File: config.mk
export PLATFORM = sky130hd
export DESIGN_NAME = varint_zigzag_codec
export DESIGN_NICKNAME = d
export VERILOG_FILES = /design/src/design/vzc_pkg.sv /design/src/design/vzc_enc_unit.sv /design/src/design/varint_zigzag_codec.sv
export SDC_FILE = /design/constraint.sdc
export NUM_CORES = 1
export LEC_CHECK = 0
export ABC_CLOCK_PERIOD_IN_PS = 9200
export BUFFER_PORTS_ARGS = -buffer_cell sky130_fd_sc_hd__buf_2
export CAP_MARGIN = 20
export CELL_PAD_IN_SITES_DETAIL_PLACEMENT = 2
export CELL_PAD_IN_SITES_GLOBAL_PLACEMENT = 2
export CORE_UTILIZATION = 38
export DETAILED_ROUTE_END_ITERATION = 16
export PLACE_DENSITY = 0.78
export REMOVE_ABC_BUFFERS = 1
export SLEW_MARGIN = 20
export SYNTH_ARGS = -nofsm -noshare
export SYNTH_HDL_FRONTEND = slang
export SYNTH_HIERARCHICAL = 1
export SYNTH_SLANG_ARGS = --single-unit
File: constraint.sdc
create_clock -name i_clk -period 9.2 [get_ports i_clk]
set_input_delay 0.92 -clock i_clk [delete_from_list [all_inputs] [get_ports i_clk]]
set_output_delay 0.92 -clock i_clk [all_outputs]
set_load 0.005 [all_outputs]
File: src/design/vzc_pkg.sv
package vzc_pkg;

    // value and byte widths
    localparam int VAL_W   = 64;
    localparam int NARW_W  = 32;
    localparam int BYTE_W  = 8;
    localparam int GRP_W   = 7;
    localparam int CNT_W   = 4;

    // maximum encoded length per mode
    localparam logic [CNT_W-1:0] NARROW_BYTES = 4'd5;
    localparam logic [CNT_W-1:0] WIDE_BYTES   = 4'd10;

    // continuation flag
    localparam logic [BYTE_W-1:0] CONT_BIT = 8'h80;

    // input command codes
    localparam logic CMD_ENCODE = 1'b0;
    localparam logic CMD_DECODE = 1'b1;

    // result kind codes
    localparam logic KIND_BYTE  = 1'b0;
    localparam logic KIND_VALUE = 1'b1;

    // configuration register indexes
    localparam logic REG_WIDE   = 1'b0;
    localparam logic REG_SIGNED = 1'b1;

    // sequencer states
    typedef enum logic [1:0] {
        ST_IDLE = 2'b01,
        ST_ENC  = 2'b10
    } t_state;

    // sequencer to shift unit
    typedef struct packed {
        logic load;
        logic step;
    } t_enc_ctrl;

    // shift unit to sequencer
    typedef struct packed {
        logic [BYTE_W-1:0] out_byte;
        logic              more;
    } t_enc_stat;

endpackage

File: src/design/vzc_enc_unit.sv
module vzc_enc_unit (
    input  logic                          i_clk,
    input  vzc_pkg::t_enc_ctrl            i_ctrl,
    input  logic [vzc_pkg::VAL_W-1:0]     i_z,
    output vzc_pkg::t_enc_stat            o_stat
);
    import vzc_pkg::*;

    logic [VAL_W-1:0] r_z;
    logic [VAL_W-1:0] n_z;
    logic             w_more;

    // more groups remain when anything sits above the low seven bits
    assign w_more = |r_z[VAL_W-1:GRP_W];

    // current byte with continuation flag
    assign o_stat.more     = w_more;
    assign o_stat.out_byte = {w_more, r_z[GRP_W-1:0]};

    // load a value or shift one group out per step
    always_comb begin
        n_z = r_z;
        if (i_ctrl.load) begin
            n_z = i_z;
        end else if (i_ctrl.step) begin
            n_z = r_z >> GRP_W;
        end
    end

    always_ff @(posedge i_clk) begin
        r_z <= n_z;
    end

endmodule

File: src/design/varint_zigzag_codec.sv
// Base-128 varint codec with optional zigzag sign mapping, 32-bit or 64-bit mode.
// A decode request (s_axis_tuser = 1) takes one byte; it yields a value result only
// on a byte below 0x80 or on the 5th / 10th byte, the latter flagged unterminated.
// An encode request (s_axis_tuser = 0) occupies the block until its last byte is
// emitted (1 to 5 bytes, or 1 to 10 in 64-bit mode), since a single 7-bit shift unit
// releases one byte per cycle into the output register while the output is not
// stalled. Configuration is written through i_cfg_we / i_cfg_idx / i_cfg_wdata; the
// user must write it only while the block is idle, as the block does not enforce this.
module varint_zigzag_codec (
    input  logic        i_clk,
    input  logic        i_rst_n,
    // configuration write port
    input  logic        i_cfg_we,
    input  logic        i_cfg_idx,
    input  logic        i_cfg_wdata,
    // request side
    input  logic        s_axis_tvalid,
    output logic        s_axis_tready,
    input  logic [71:0] s_axis_tdata,   // [63:0] value_in, [71:64] byte_in
    input  logic        s_axis_tuser,   // [0] cmd
    // result side
    output logic        m_axis_tvalid,
    input  logic        m_axis_tready,
    output logic [71:0] m_axis_tdata,   // [7:0] byte_out, [71:8] value_out
    output logic [1:0]  m_axis_tuser,   // [0] kind, [1] unterminated
    output logic        m_axis_tlast    // last
);
    import vzc_pkg::*;

    // configuration
    logic r_wide;
    logic r_signed;

    // decode state
    logic [VAL_W-1:0] r_acc;
    logic [VAL_W-1:0] n_acc;
    logic [CNT_W-1:0] r_cnt;
    logic [CNT_W-1:0] n_cnt;

    // sequencer
    t_state r_state;
    t_state n_state;

    // output register
    logic              r_out_valid;
    logic              n_out_valid;
    logic              r_out_kind;
    logic              n_out_kind;
    logic [BYTE_W-1:0] r_out_byte;
    logic [BYTE_W-1:0] n_out_byte;
    logic [VAL_W-1:0]  r_out_value;
    logic [VAL_W-1:0]  n_out_value;
    logic              r_out_last;
    logic              n_out_last;
    logic              r_out_unt;
    logic              n_out_unt;

    // request fields
    logic [VAL_W-1:0]  w_value_in;
    logic [BYTE_W-1:0] w_byte_in;
    logic              w_cmd;
    logic              w_accept;
    logic              w_slot_free;

    // encode path
    logic [VAL_W-1:0]  w_z;
    logic [NARW_W-1:0] w_v32;
    t_enc_ctrl         w_ctrl;
    t_enc_stat         w_stat;

    // decode path
    logic [5:0]        w_shamt;
    logic [VAL_W-1:0]  w_grp;
    logic [VAL_W-1:0]  w_acc_new;
    logic [CNT_W-1:0]  w_cnt_new;
    logic [CNT_W-1:0]  w_limit;
    logic              w_done;
    logic [NARW_W-1:0] w_a32;
    logic [NARW_W-1:0] w_u32;
    logic [VAL_W-1:0]  w_dec_val;

    assign w_value_in = s_axis_tdata[VAL_W-1:0];
    assign w_byte_in  = s_axis_tdata[VAL_W+BYTE_W-1:VAL_W];
    assign w_cmd      = s_axis_tuser;

    assign w_slot_free   = !r_out_valid || m_axis_tready;
    assign s_axis_tready = (r_state == ST_IDLE) && w_slot_free;
    assign w_accept      = s_axis_tvalid && s_axis_tready;

    // zigzag map or width mask of the value to encode
    assign w_v32 = w_value_in[NARW_W-1:0];
    always_comb begin
        if (r_signed) begin
            if (r_wide) begin
                w_z = {w_value_in[VAL_W-2:0], 1'b0} ^ {VAL_W{w_value_in[VAL_W-1]}};
            end else begin
                w_z = {{(VAL_W-NARW_W){1'b0}},
                       {w_v32[NARW_W-2:0], 1'b0} ^ {NARW_W{w_v32[NARW_W-1]}}};
            end
        end else if (r_wide) begin
            w_z = w_value_in;
        end else begin
            w_z = {{(VAL_W-NARW_W){1'b0}}, w_v32};
        end
    end

    // single 7-bit shift unit of the encode path
    assign w_ctrl.load = w_accept && (w_cmd == CMD_ENCODE);
    assign w_ctrl.step = (r_state == ST_ENC) && w_slot_free;

    vzc_enc_unit u_enc (
        .i_clk  (i_clk),
        .i_ctrl (w_ctrl),
        .i_z    (w_z),
        .o_stat (w_stat)
    );

    // place the incoming group at its position
    assign w_shamt   = 6'(r_cnt * GRP_W);
    assign w_grp     = {{(VAL_W-GRP_W){1'b0}}, w_byte_in[GRP_W-1:0]} << w_shamt;
    always_comb begin
        w_acc_new = r_acc | w_grp;
        if (!r_wide) begin
            w_acc_new[VAL_W-1:NARW_W] = '0;
        end
    end
    assign w_cnt_new = r_cnt + 4'd1;
    assign w_limit   = r_wide ? WIDE_BYTES : NARROW_BYTES;
    assign w_done    = !w_byte_in[BYTE_W-1] || (w_cnt_new >= w_limit);

    // inverse zigzag and extension of the decoded value
    assign w_a32 = w_acc_new[NARW_W-1:0];
    assign w_u32 = (w_a32 >> 1) ^ {NARW_W{w_a32[0]}};
    always_comb begin
        if (r_signed) begin
            if (r_wide) begin
                w_dec_val = (w_acc_new >> 1) ^ {VAL_W{w_acc_new[0]}};
            end else begin
                w_dec_val = {{(VAL_W-NARW_W){w_u32[NARW_W-1]}}, w_u32};
            end
        end else begin
            w_dec_val = w_acc_new;
        end
    end

    // sequencer, decode state and output register
    always_comb begin
        n_state     = r_state;
        n_acc       = r_acc;
        n_cnt       = r_cnt;
        n_out_valid = r_out_valid && !m_axis_tready;
        n_out_kind  = r_out_kind;
        n_out_byte  = r_out_byte;
        n_out_value = r_out_value;
        n_out_last  = r_out_last;
        n_out_unt   = r_out_unt;
        case (r_state)
            ST_IDLE: begin
                if (w_accept) begin
                    if (w_cmd == CMD_ENCODE) begin
                        n_state = ST_ENC;
                    end else if (w_done) begin
                        n_acc       = '0;
                        n_cnt       = '0;
                        n_out_valid = 1'b1;
                        n_out_kind  = KIND_VALUE;
                        n_out_byte  = '0;
                        n_out_value = w_dec_val;
                        n_out_last  = 1'b1;
                        n_out_unt   = w_byte_in[BYTE_W-1];
                    end else begin
                        n_acc = w_acc_new;
                        n_cnt = w_cnt_new;
                    end
                end
            end
            ST_ENC: begin
                if (w_ctrl.step) begin
                    n_out_valid = 1'b1;
                    n_out_kind  = KIND_BYTE;
                    n_out_byte  = w_stat.out_byte;
                    n_out_value = '0;
                    n_out_last  = !w_stat.more;
                    n_out_unt   = 1'b0;
                    if (!w_stat.more) begin
                        n_state = ST_IDLE;
                    end
                end
            end
            default: begin
                n_state = ST_IDLE;
            end
        endcase
    end

    always_ff @(posedge i_clk) begin
        if (!i_rst_n) begin
            r_state     <= ST_IDLE;
            r_wide      <= 1'b1;
            r_signed    <= 1'b0;
            r_acc       <= '0;
            r_cnt       <= '0;
            r_out_valid <= 1'b0;
        end else begin
            r_state     <= n_state;
            r_acc       <= n_acc;
            r_cnt       <= n_cnt;
            r_out_valid <= n_out_valid;
            if (i_cfg_we) begin
                case (i_cfg_idx)
                    REG_WIDE:   r_wide   <= i_cfg_wdata;
                    REG_SIGNED: r_signed <= i_cfg_wdata;
                    default:    r_wide   <= r_wide;
                endcase
            end
        end
    end

    // result payload
    always_ff @(posedge i_clk) begin
        r_out_kind  <= n_out_kind;
        r_out_byte  <= n_out_byte;
        r_out_value <= n_out_value;
        r_out_last  <= n_out_last;
        r_out_unt   <= n_out_unt;
    end

    assign m_axis_tvalid = r_out_valid;
    assign m_axis_tdata  = {r_out_value, r_out_byte};
    assign m_axis_tuser  = {r_out_unt, r_out_kind};
    assign m_axis_tlast  = r_out_last;

    // partial decode never holds as many bytes as the widest limit
    a_cnt_range: assert property (@(posedge i_clk) disable iff (!i_rst_n)
        r_cnt < WIDE_BYTES)
        else $error("decode byte count out of range");

    // no request taken while encode bytes are still going out
    a_busy_enc: assert property (@(posedge i_clk) disable iff (!i_rst_n)
        (r_state == ST_ENC) |-> !s_axis_tready)
        else $error("request accepted during encode");

    // final encode byte returns the sequencer to idle
    a_enc_end: assert property (@(posedge i_clk) disable iff (!i_rst_n)
        ((r_state == ST_ENC) && w_ctrl.step && !w_stat.more) |=> (r_state == ST_IDLE))
        else $error("encode did not finish on last byte");

    // a decoded value is always the last result of its request
    a_dec_last: assert property (@(posedge i_clk) disable iff (!i_rst_n)
        (r_out_valid && (r_out_kind == KIND_VALUE)) |-> r_out_last)
        else $error("decode result without last");

    // an encode result never carries the unterminated flag
    a_enc_flag: assert property (@(posedge i_clk) disable iff (!i_rst_n)
        (r_out_valid && (r_out_kind == KIND_BYTE)) |-> !r_out_unt)
        else $error("unterminated flag on encode byte");

endmodule
== Word-level counts from Yosys, hierarchy flattened ==
Cells that the tools add are included.

* Input port bits: 80
* Output and inout bits: 77
* Register bits after elaboration: 212
* Word-level logic and storage cells: 92

* Reductions and logical operators: 19
* $add $sub $neg: 1
* Bitwise gates (word level): 7
* Muxes and demuxes: 42
* $mul: 1
* Shift operators: 1
* Order comparisons: 1
* Eq/ne operators: 8

{| class="wikitable"
|+ Operator list
! cell !! number
|-
| $mux 64 || 12
|-
| $pmux 64 s2 || 1
|-
| $or 64x64->64 || 1
|-
| $shl 7x6->64 || 1
|-
| $xor 63x64->64 || 1
|-
| $xor 64x64->64 || 1
|-
| $reduce_or 57->1 || 1
|-
| $mux 32 || 1
|-
| $mux 8 || 4
|-
| $xor 31x32->32 || 1
|-
| $xor 32x32->32 || 1
|-
| $pmux 8 s2 || 1
|-
| $mux 1 || 12
|-
| $ne 2x2->1 const B || 5
|-
| $mux 2 || 4
|-
| $mux 4 || 2
|-
| $pmux 1 s2 || 4
|-
| $mul 4x3->6 const B || 1
|-
| $logic_and 1x1->1 || 5
|-
| $reduce_and 5->1 || 1
|-
| $add 4x1->4 const B || 1
|-
| $ge 4x4->1 || 1
|-
| $logic_not 1->1 || 4
|-
| $pmux 2 s2 || 1
|-
| other kinds (9) || 13
|}

== Logic depth before layout (Yosys ltp) ==
Gate-level depths: netlist (run 1).

* Word-level depth: 11
* Depth in mapped cells: 13
* Depth with buffers taken out: 10

== Cells and area by module ==
Netlist (run 1), hierarchy kept.

{| class="wikitable"
|+ Modules (own cells, without submodules)
! module !! area an instance (µm²) !! seq. area each (µm²) !! times used !! cells each
|-
| varint_zigzag_codec || 9352.7 || 3713.6 || 1 || 1004
|-
| vzc_enc_unit || 2842.7 || 1921.8 || 1 || 165
|}

== Worst setup path after synthesis (run 1) ==
Ideal clock, no wire load.

* Path type: reg2reg
* Start: register r_wide
* End: register r_out_last (netlist: m_axis_tlast), enable pin
* Period minus slack after synthesis: 7.912 ns
* Path buffers: 2
* Library setup time: 0.623 ns
* Path slack: 1.288 ns
* Data required time: 8.577 ns
* Stages on the path, launching flop included: 11
* Arrival time: 7.289 ns
* Cells stage by stage: dfxtp_1 -> clkbuf_1 -> inv_2 -> clkbuf_1 -> ha_1 -> nand2b_1 -> a21oi_1 -> o21ai_0 -> nand2_1 -> o21ai_0 -> a21boi_0

* Cells in the longest elaborated chain, start to end: 5

{| class="wikitable"
|+ RTL lines
! item !! RTL line !! source
|-
| start: declaration || varint_zigzag_codec.sv:31 || <nowiki>logic r_wide;</nowiki>
|-
| start signal: assignment || varint_zigzag_codec.sv:211 || <nowiki>REG_WIDE: r_wide <= i_cfg_wdata;</nowiki>
|-
| start signal: assignment || varint_zigzag_codec.sv:213 || <nowiki>default: r_wide <= r_wide;</nowiki>
|-
| $mux 4 || varint_zigzag_codec.sv:128 || <nowiki>assign w_limit = r_wide ? WIDE_BYTES : NARROW_BYTES;</nowiki>
|-
| $ge 4x4->1 || varint_zigzag_codec.sv:129 || <nowiki>assign w_done = !w_byte_in[BYTE_W-1] || (w_cnt_new >= w_limit);</nowiki>
|-
| $logic_or 1x1->1 || varint_zigzag_codec.sv:129 ||
|-
| $ne 2x2->1 (no source line) || - ||
|-
| $reduce_and 5->1 (no source line) || - ||
|-
| end signal: assignment || varint_zigzag_codec.sv:224 || <nowiki>r_out_last <= n_out_last;</nowiki>
|-
| end: declaration || varint_zigzag_codec.sv:53 || <nowiki>logic r_out_last;</nowiki>
|}

No other way between the ends.
A chain may end at the register's enable or synchronous reset.

== Final worst setup path (run 1) ==
* Start: register r_cnt[0]
* End: register r_out_value[38] (data pin)

* Cells in the longest elaborated chain, start to end: 11
* Elaborated cells between the ends (all ways): 12
* Those cells by class: 1 x mul; 1 x shift; 7 x mux; 3 x bitwise

{| class="wikitable"
|+ RTL lines
! item !! RTL line !! source
|-
| start: declaration || varint_zigzag_codec.sv:37 || <nowiki>logic [CNT_W-1:0] r_cnt;</nowiki>
|-
| start signal: assignment || varint_zigzag_codec.sv:207 || <nowiki>r_cnt <= n_cnt;</nowiki>
|-
| $mul 4x3->6 (*) || varint_zigzag_codec.sv:119 || <nowiki>assign w_shamt = 6'(r_cnt * GRP_W);</nowiki>
|-
| $shl 7x6->64 (*) || varint_zigzag_codec.sv:120 || <nowiki>assign w_grp = {{(VAL_W-GRP_W){1'b0}}, w_byte_in[GRP_W-1:0]} << w_shamt;</nowiki>
|-
| $or 64x64->64 (*) || varint_zigzag_codec.sv:122 || <nowiki>w_acc_new = r_acc | w_grp;</nowiki>
|-
| $mux 32 || varint_zigzag_codec.sv:123 || <nowiki>if (!r_wide) begin</nowiki>
|-
| $xor 63x64->64 || varint_zigzag_codec.sv:137 || <nowiki>w_dec_val = (w_acc_new >> 1) ^ {VAL_W{w_acc_new[0]}};</nowiki>
|-
| $mux 64 || varint_zigzag_codec.sv:136 || <nowiki>if (r_wide) begin</nowiki>
|-
| $mux 64 (*) || varint_zigzag_codec.sv:135 || <nowiki>if (r_signed) begin</nowiki>
|-
| $mux 64 (*) || varint_zigzag_codec.sv:162 || <nowiki>end else if (w_done) begin</nowiki>
|-
| $mux 64 (*) || varint_zigzag_codec.sv:160 || <nowiki>if (w_cmd == CMD_ENCODE) begin</nowiki>
|-
| $mux 64 (*) || varint_zigzag_codec.sv:159 || <nowiki>if (w_accept) begin</nowiki>
|-
| $pmux 64 s2 (*) || varint_zigzag_codec.sv:157 || <nowiki>case (r_state)</nowiki>
|-
| end signal: assignment || varint_zigzag_codec.sv:223 || <nowiki>r_out_value <= n_out_value;</nowiki>
|-
| end: declaration || varint_zigzag_codec.sv:51 || <nowiki>logic [VAL_W-1:0] r_out_value;</nowiki>
|}

Mark *: on every way between the ends. The rest lies on a longest branch, timed or not. The select of a mux whose other input is x is not followed.

==> reports/metrics.cfg, run 1 <==
[critical_path]
crit_fanout = 29
crit_slowest_cell = nand2_1
crit_buf_inv = 3
crit_family = simple AND/OR/NAND/NOR gates
rrSetupSlack_ns = 4.18
endpoint_kind = flip-flop
path_depth = 11
critPathMaxStageDelay_ns = 0.81
critical_path.startpoint = r_cnt[0]
crit_path_start_kind = flip-flop
worst_r2r_path_depth = 11
cp_cell_sequence = buf_4, fa_1, ha_1, fa_1, buf_4, inv_1, and3_1, a21boi_2, nor2_4, nand2_1, o311ai_0
critical_path_arrival_ns = 5.34
timing.rr.start = r_cnt[0]
required_ns = 9.52
crit_type = reg -> reg

[timing]
min_period_ns = 5.02
finalHoldViolations = 0
slew-limit-headroom = 0.242
setup_tns_ns = 0
max_freq_mhz = 199
finalCritPeriodShare = 0.546
fin_skew_ns = 0.0132
worst_pin_slew_ns = 1.14
rsz0062_at_grt = no
setup_viol = 0
slew_viol_final = 0
holdWs_ns = 0.479

[global_route]
grtUsageMet3 = 0.0367
first_global_vias = 10900
overflow = 0
antenna_found_initial = 0
gr-usage-all-layers = 0.253
use_met2 = 0.454
grt_most_used_layer = met2
globalRouteMet1Util = 0.307
grt_pass1_wl_um = 64300
grt_start_max_net_pins = 95

[final_layout]
final_common_cell = buf_2
mostFrequentLayoutCells = buf_2, edfxtp_1, mux2_2
drive_above_1_share = 0.261
final_area_sq_um = 14000
area_growth_syn_to_layout_pct = 14.7
fillerInstances = 3375
n_antenna_cell = 0
fin_nets = 1367

[place]
placed_cell_area_sq_um = 13200
place_congestion = 0.910
dp_hpwl_um = 28600
io_buffer_count = 156

[power]
p_per_area_nw_per_um2 = 185
pwr-share-clk = 0.377
ir_drop_v = 0.000113
p_leak_nw = 4.94
intPower_mw = 1.84
total_power_mw = 2.58
switching_share = 0.287
power_frac_comb = 0.185
p_sw_uw = 742
seqPwrFrac = 0.438

[run]
cap_violations = 0

[clock_network]
holdBufCountCts = 0
cts_made_buffers = 25
clockBufferDepth = 3
h-tree-depth = 1
cts.repair.resized = 0
cts.sinks = 212
clock_latency_ns = 0.54
cts_tree = yes
clk_pin_slew_ns = 0.06
postCtsSetupRepairBufs = 0
cts-root-buf = clkbuf_16

[run_status]
status = complete, no violations

[yosys]
netlist_instances = 1169
synth_top_family_by_area = compound AO/OA/AOI/OAI gates
synth_xor_area_frac = 0.0646
synth_mux_area_frac = 0.105
synthSimpleGateAreaFrac = 0.141
yosysWarnings = 6
yosysUniqueCellTypes = 84
ys_ff_latch = 212
synth_compound_area_frac = 0.165
ys_seq_area_frac = 0.462
ys.flop_type = edfxtp_1
avgSynthCellArea_sq_um = 10.4
synthArstFlopShare = 0
netlist_area_sq_um = 12200
synthAdderAreaFrac = 0.0199
synth_edf_count = 139

[die]
io_pins = 157
die_height_um = 181
initial_core_util = 0.386
die_w_um = 181
core_sq_um = 31600
die-area_sq_um = 32800
row_count = 65

[detailed_routing]
dr.pass1.iters = 5
vias = 9984
wire_per_inst_um = 24.6
totalWireLength_um = 41500
vias_per_cell = 5.90
drtIter0Drc = 535
drc = 0
ant_nets = 0

[min_path]
hold_start = r_acc[1]
worstHoldPathCells = 2
hp-class = reg -> reg

kinds of logic (layout without fill, tap and decap cells):
logic type               after synthesis  count (layout)
XOR/XNOR                              90              90
AO/OA/AOI/OAI                        282             282
multiplexers                         112             112
buffers and inverters                114             234
flip-flops                           212             212
adder cells (fa/ha/maj)               17              17
AND/OR/NAND/NOR                      342             342
path summary, 6_finish.rpt:
kind                                   endpoint
worst min register to register         r_acc[1]
worst max-delay path            r_out_value[38]
worst max register to register  r_out_value[38]
worst min-delay path                   r_acc[1]
state kept, by name (all words and copies together), names as in the netlist:
name / count
r_acc: 64
r_out_value: 64
u_enc/r_z: 64
r_out_byte: 8
r_cnt: 4
r_state: 2
m_axis_tlast: 1
m_axis_tvalid: 1
r_out_kind: 1
r_out_unt: 1
r_signed: 1
r_wide: 1
tightest hold or removal path, delay by kind of cell (launching register included):
family | cells | cell delay, ns
flip-flops | 1 | 0.33
AND/OR/NAND/NOR | 1 | 0.07
AO/OA/AOI/OAI | 1 | 0.05
metal layers:
layer	vias to the layer above	routed length, um
li1	4529	-
met5	-	0
met4	0	1230
met3	75	1870
met1	5108	17300
met2	272	21100
synthesized netlist by cell type, types with 10 or more instances:
cell type  instances  area (sq um)
buf_4             11          82.6
nand3_1           13          65.1
o21ai_0           26           130
nand4_1           10          62.6
nand2b_1          10          62.6
and2_1            36           225
nand2_1           76           285
a211oi_1          36           270
nor2_1            93           349
nor3_1            38           190
xnor2_1           87           762
edfxtp_1         139          4170
inv_1             13          48.8
nor4_1            15          93.8
dfxtp_1           73          1460
o221ai_1          24           210
a21oi_1           51           255
buf_2             24           120
a31oi_1           15          93.8
ha_1              13           163
a22oi_1           23           173
nor2b_1           24           150
clkbuf_1          55           206
mux2_2            94          1060
o211ai_1          11          82.6
mux2i_1           14           140
a21o_1            26           195
power by group through the flow:
stage | combinational, mW | sequential (mW) | clock, mW
final | 0.478 | 1.13 | 0.973
after detailed placement | 0.479 | 1.15 | 0
after global placement | 0.458 | 1.15 | 0
after CTS | 0.483 | 1.13 | 0.994
after global routing | 0.517 | 1.13 | 1.02
after floorplan | 0.292 | 1.15 | 0
final cells by class:
class / instances / area, sq um / area share
multi-input cells: 843 / 6090 / 0.435
clock inverters: 14 / 98.8 / 0.00707
repair buffers: 172 / 901 / 0.0644
inverters: 16 / 60.1 / 0.00429
clock buffers: 32 / 693 / 0.0496
flip-flops and latches: 212 / 5640 / 0.403
well taps: 402 / 503 / 0.0360
per-stage QoR:
stage          setup WS, ns  instances  utilization
2_1_floorplan         0.634       1071            -
3_3_place_gp           4.31       1645        0.418
3_5_place_dp           4.16       1645        0.418
4_1_cts                4.13       1691        0.443
5_1_grt                3.80       1691        0.443
6_report               4.18       1691        0.443
(Power assumes the default switching activity.)
==> run 2: changes to the inputs <==
--- a/config.mk
+++ b/config.mk
@@ -5,14 +5,14 @@
 export SDC_FILE = /design/constraint.sdc
 export NUM_CORES = 1
 export LEC_CHECK = 0
-export ABC_CLOCK_PERIOD_IN_PS = 9200
+export ABC_CLOCK_PERIOD_IN_PS = 4150
 export BUFFER_PORTS_ARGS = -buffer_cell sky130_fd_sc_hd__buf_2
 export CAP_MARGIN = 20
 export CELL_PAD_IN_SITES_DETAIL_PLACEMENT = 2
 export CELL_PAD_IN_SITES_GLOBAL_PLACEMENT = 2
-export CORE_UTILIZATION = 38
+export CORE_UTILIZATION = 34
 export DETAILED_ROUTE_END_ITERATION = 16
-export PLACE_DENSITY = 0.78
+export PLACE_DENSITY = 0.73
 export REMOVE_ABC_BUFFERS = 1
 export SLEW_MARGIN = 20
 export SYNTH_ARGS = -nofsm -noshare
==> constraint.sdc (replaced) <==
create_clock -name i_clk -period 4.15 [get_ports i_clk]
set_input_delay 0.415 -clock i_clk [delete_from_list [all_inputs] [get_ports i_clk]]
set_output_delay 0.415 -clock i_clk [all_outputs]
set_load 0.005 [all_outputs]
==> reports/metrics.cfg, run 2 (synthesized netlist as in run 1, its figures left out) <==
[run_status]
status = complete, no violations

[detailed_routing]
dr.pass1.iters = 5
vias_per_cell = 5.68
drc = 0
wire_per_inst_um = 24.3
drtIter0Drc = 696
totalWireLength_um = 43100
ant_nets = 0
vias = 10100

[final_layout]
drive_above_1_share = 0.277
top_regs = r_acc x64, r_out_value x64, u_enc/r_z x64
final_common_cell = buf_2
area_growth_syn_to_layout_pct = 17.6
mostFrequentLayoutCells = buf_2, edfxtp_1, mux2_2
fin_nets = 1398
final_core_util = 0.411
final_area_sq_um = 14300
n_antenna_cell = 0
instances_no_fill = 1775

[place]
place_congestion = 0.897
io_buffer_count = 156
placed_cells = 1728
dpl_worst_slack_ns = 0.167
placed_cell_area_sq_um = 13500
dp_hpwl_um = 30300

[clock_network]
holdBufCountCts = 0
cts_made_buffers = 26
cts-root-buf = clkbuf_16
clockBufferDepth = 3
clock_latency_ns = 0.56
clk_pin_slew_ns = 0.07
cts_tree = yes
cts.sinks = 212
h-tree-depth = 1

[timing]
holdWs_ns = 0.136
setup_tns_ns = 0
finalHoldViolations = 0
finalCritPeriodShare = 0.973
min_period_ns = 4.04
max_freq_mhz = 248
worst_pin_slew_ns = 0.989
layout_setup_ws_ns = 0.114
setup_viol = 0
rsz0062_at_grt = no
fin_skew_ns = 0.0131
slew-limit-headroom = 0.341
slew_viol_final = 0

[power]
p_per_area_nw_per_um2 = 411
ir_drop_v = 0.000287
p_leak_nw = 5.11
total_power_mw = 5.89

[run]
cap_violations = 0

[min_path]
hp-class = in -> reg

[global_route]
first_global_vias = 10700
grt_most_used_layer = met2
globalRouteMet1Util = 0.301
overflow = 0
antenna_found_initial = 0
gr-usage-all-layers = 0.236
use_met2 = 0.410
grtUsageMet3 = 0.0319
grt_pass1_wl_um = 65700
grt_start_max_net_pins = 82

[die]
row_count = 68
initial_core_util = 0.350
io_pins = 157
die_w_um = 191
core_sq_um = 34900
die-area_sq_um = 36600
die_height_um = 191

[critical_path]
endpoint_kind = flip-flop
crit_path_start_kind = flip-flop
crit_type = reg -> reg
crit_slowest_cell = o221ai_1
crit_fanout = 9
critPathMaxStageDelay_ns = 0.84
required_ns = 4.43
rrSetupSlack_ns = 0.11
cp_cell_sequence = fa_1, ha_1, fa_1, nand2b_1, o221ai_1, a21oi_1, xnor2_1, a21oi_1
critical_path_arrival_ns = 4.31

==> run 2: changes by cell type in the layout (fill, tap and decap cells not counted), sizes merged <==
cell / previous run / this run
buf: 172 / 202
clkbuf: 32 / 36
clkinv: 12 / 8
bufinv: 1 / 2
clkinvlp: 1 / 2
inv: 16 / 15
==> run 2: final timing paths <==
path | from | to | cells after the start
worst max register to register | r_cnt[1] | r_out_value[26] | 8
worst max-delay path | r_cnt[1] | r_out_value[26] | 8
worst min register to register | r_acc[14] | r_acc[14] | 2
worst min-delay path | i_cfg_wdata | r_wide | 3
==> run 2: area by class of cell <==
cell class                      instances  area (sq um)
Clock buffer                           36           708
Clock inverter                         11           138
Fill cell                            3771         20500
Inverter                               16          60.1
Multi-Input combinational cell        843          6090
Sequential cell                       212          5640
Tap cell                              455           569
Timing Repair Buffer                  202          1140
==> run 2: layer usage <==
metal / share of wire / vias to the layer above / wire [um]
li1: - / 4594 / -
met1: 0.43 / 5154 / 18700
met2: 0.49 / 269 / 21100
met3: 0.046 / 66 / 2010
met4: 0.029 / 0 / 1250
met5: 0 / - / 0
==> run 2: what timing repair did <==
item                       CTS  global route
setup endpoints to repair    0             1
buffers inserted             0             0
gates resized for setup      0             1
==> run 2: critical path, delay by kind of cell (launching register included) <==
family / cells / cell delay [ns]
adder cells (fa/ha/maj): 3 / 1.35
AO/OA/AOI/OAI: 3 / 1.29
flip-flops: 1 / 0.50
AND/OR/NAND/NOR: 1 / 0.35
XOR/XNOR: 1 / 0.26
==> run 2: where the power goes <==
group	leakage, nW	internal, mW	switching [mW]	total [mW]
Clock	0.406	1.32	0.956	2.28
Sequential	1.87	2.42	0.0795	2.50
Combinational	2.83	0.437	0.668	1.11
Total	5.11	4.19	1.70	5.89
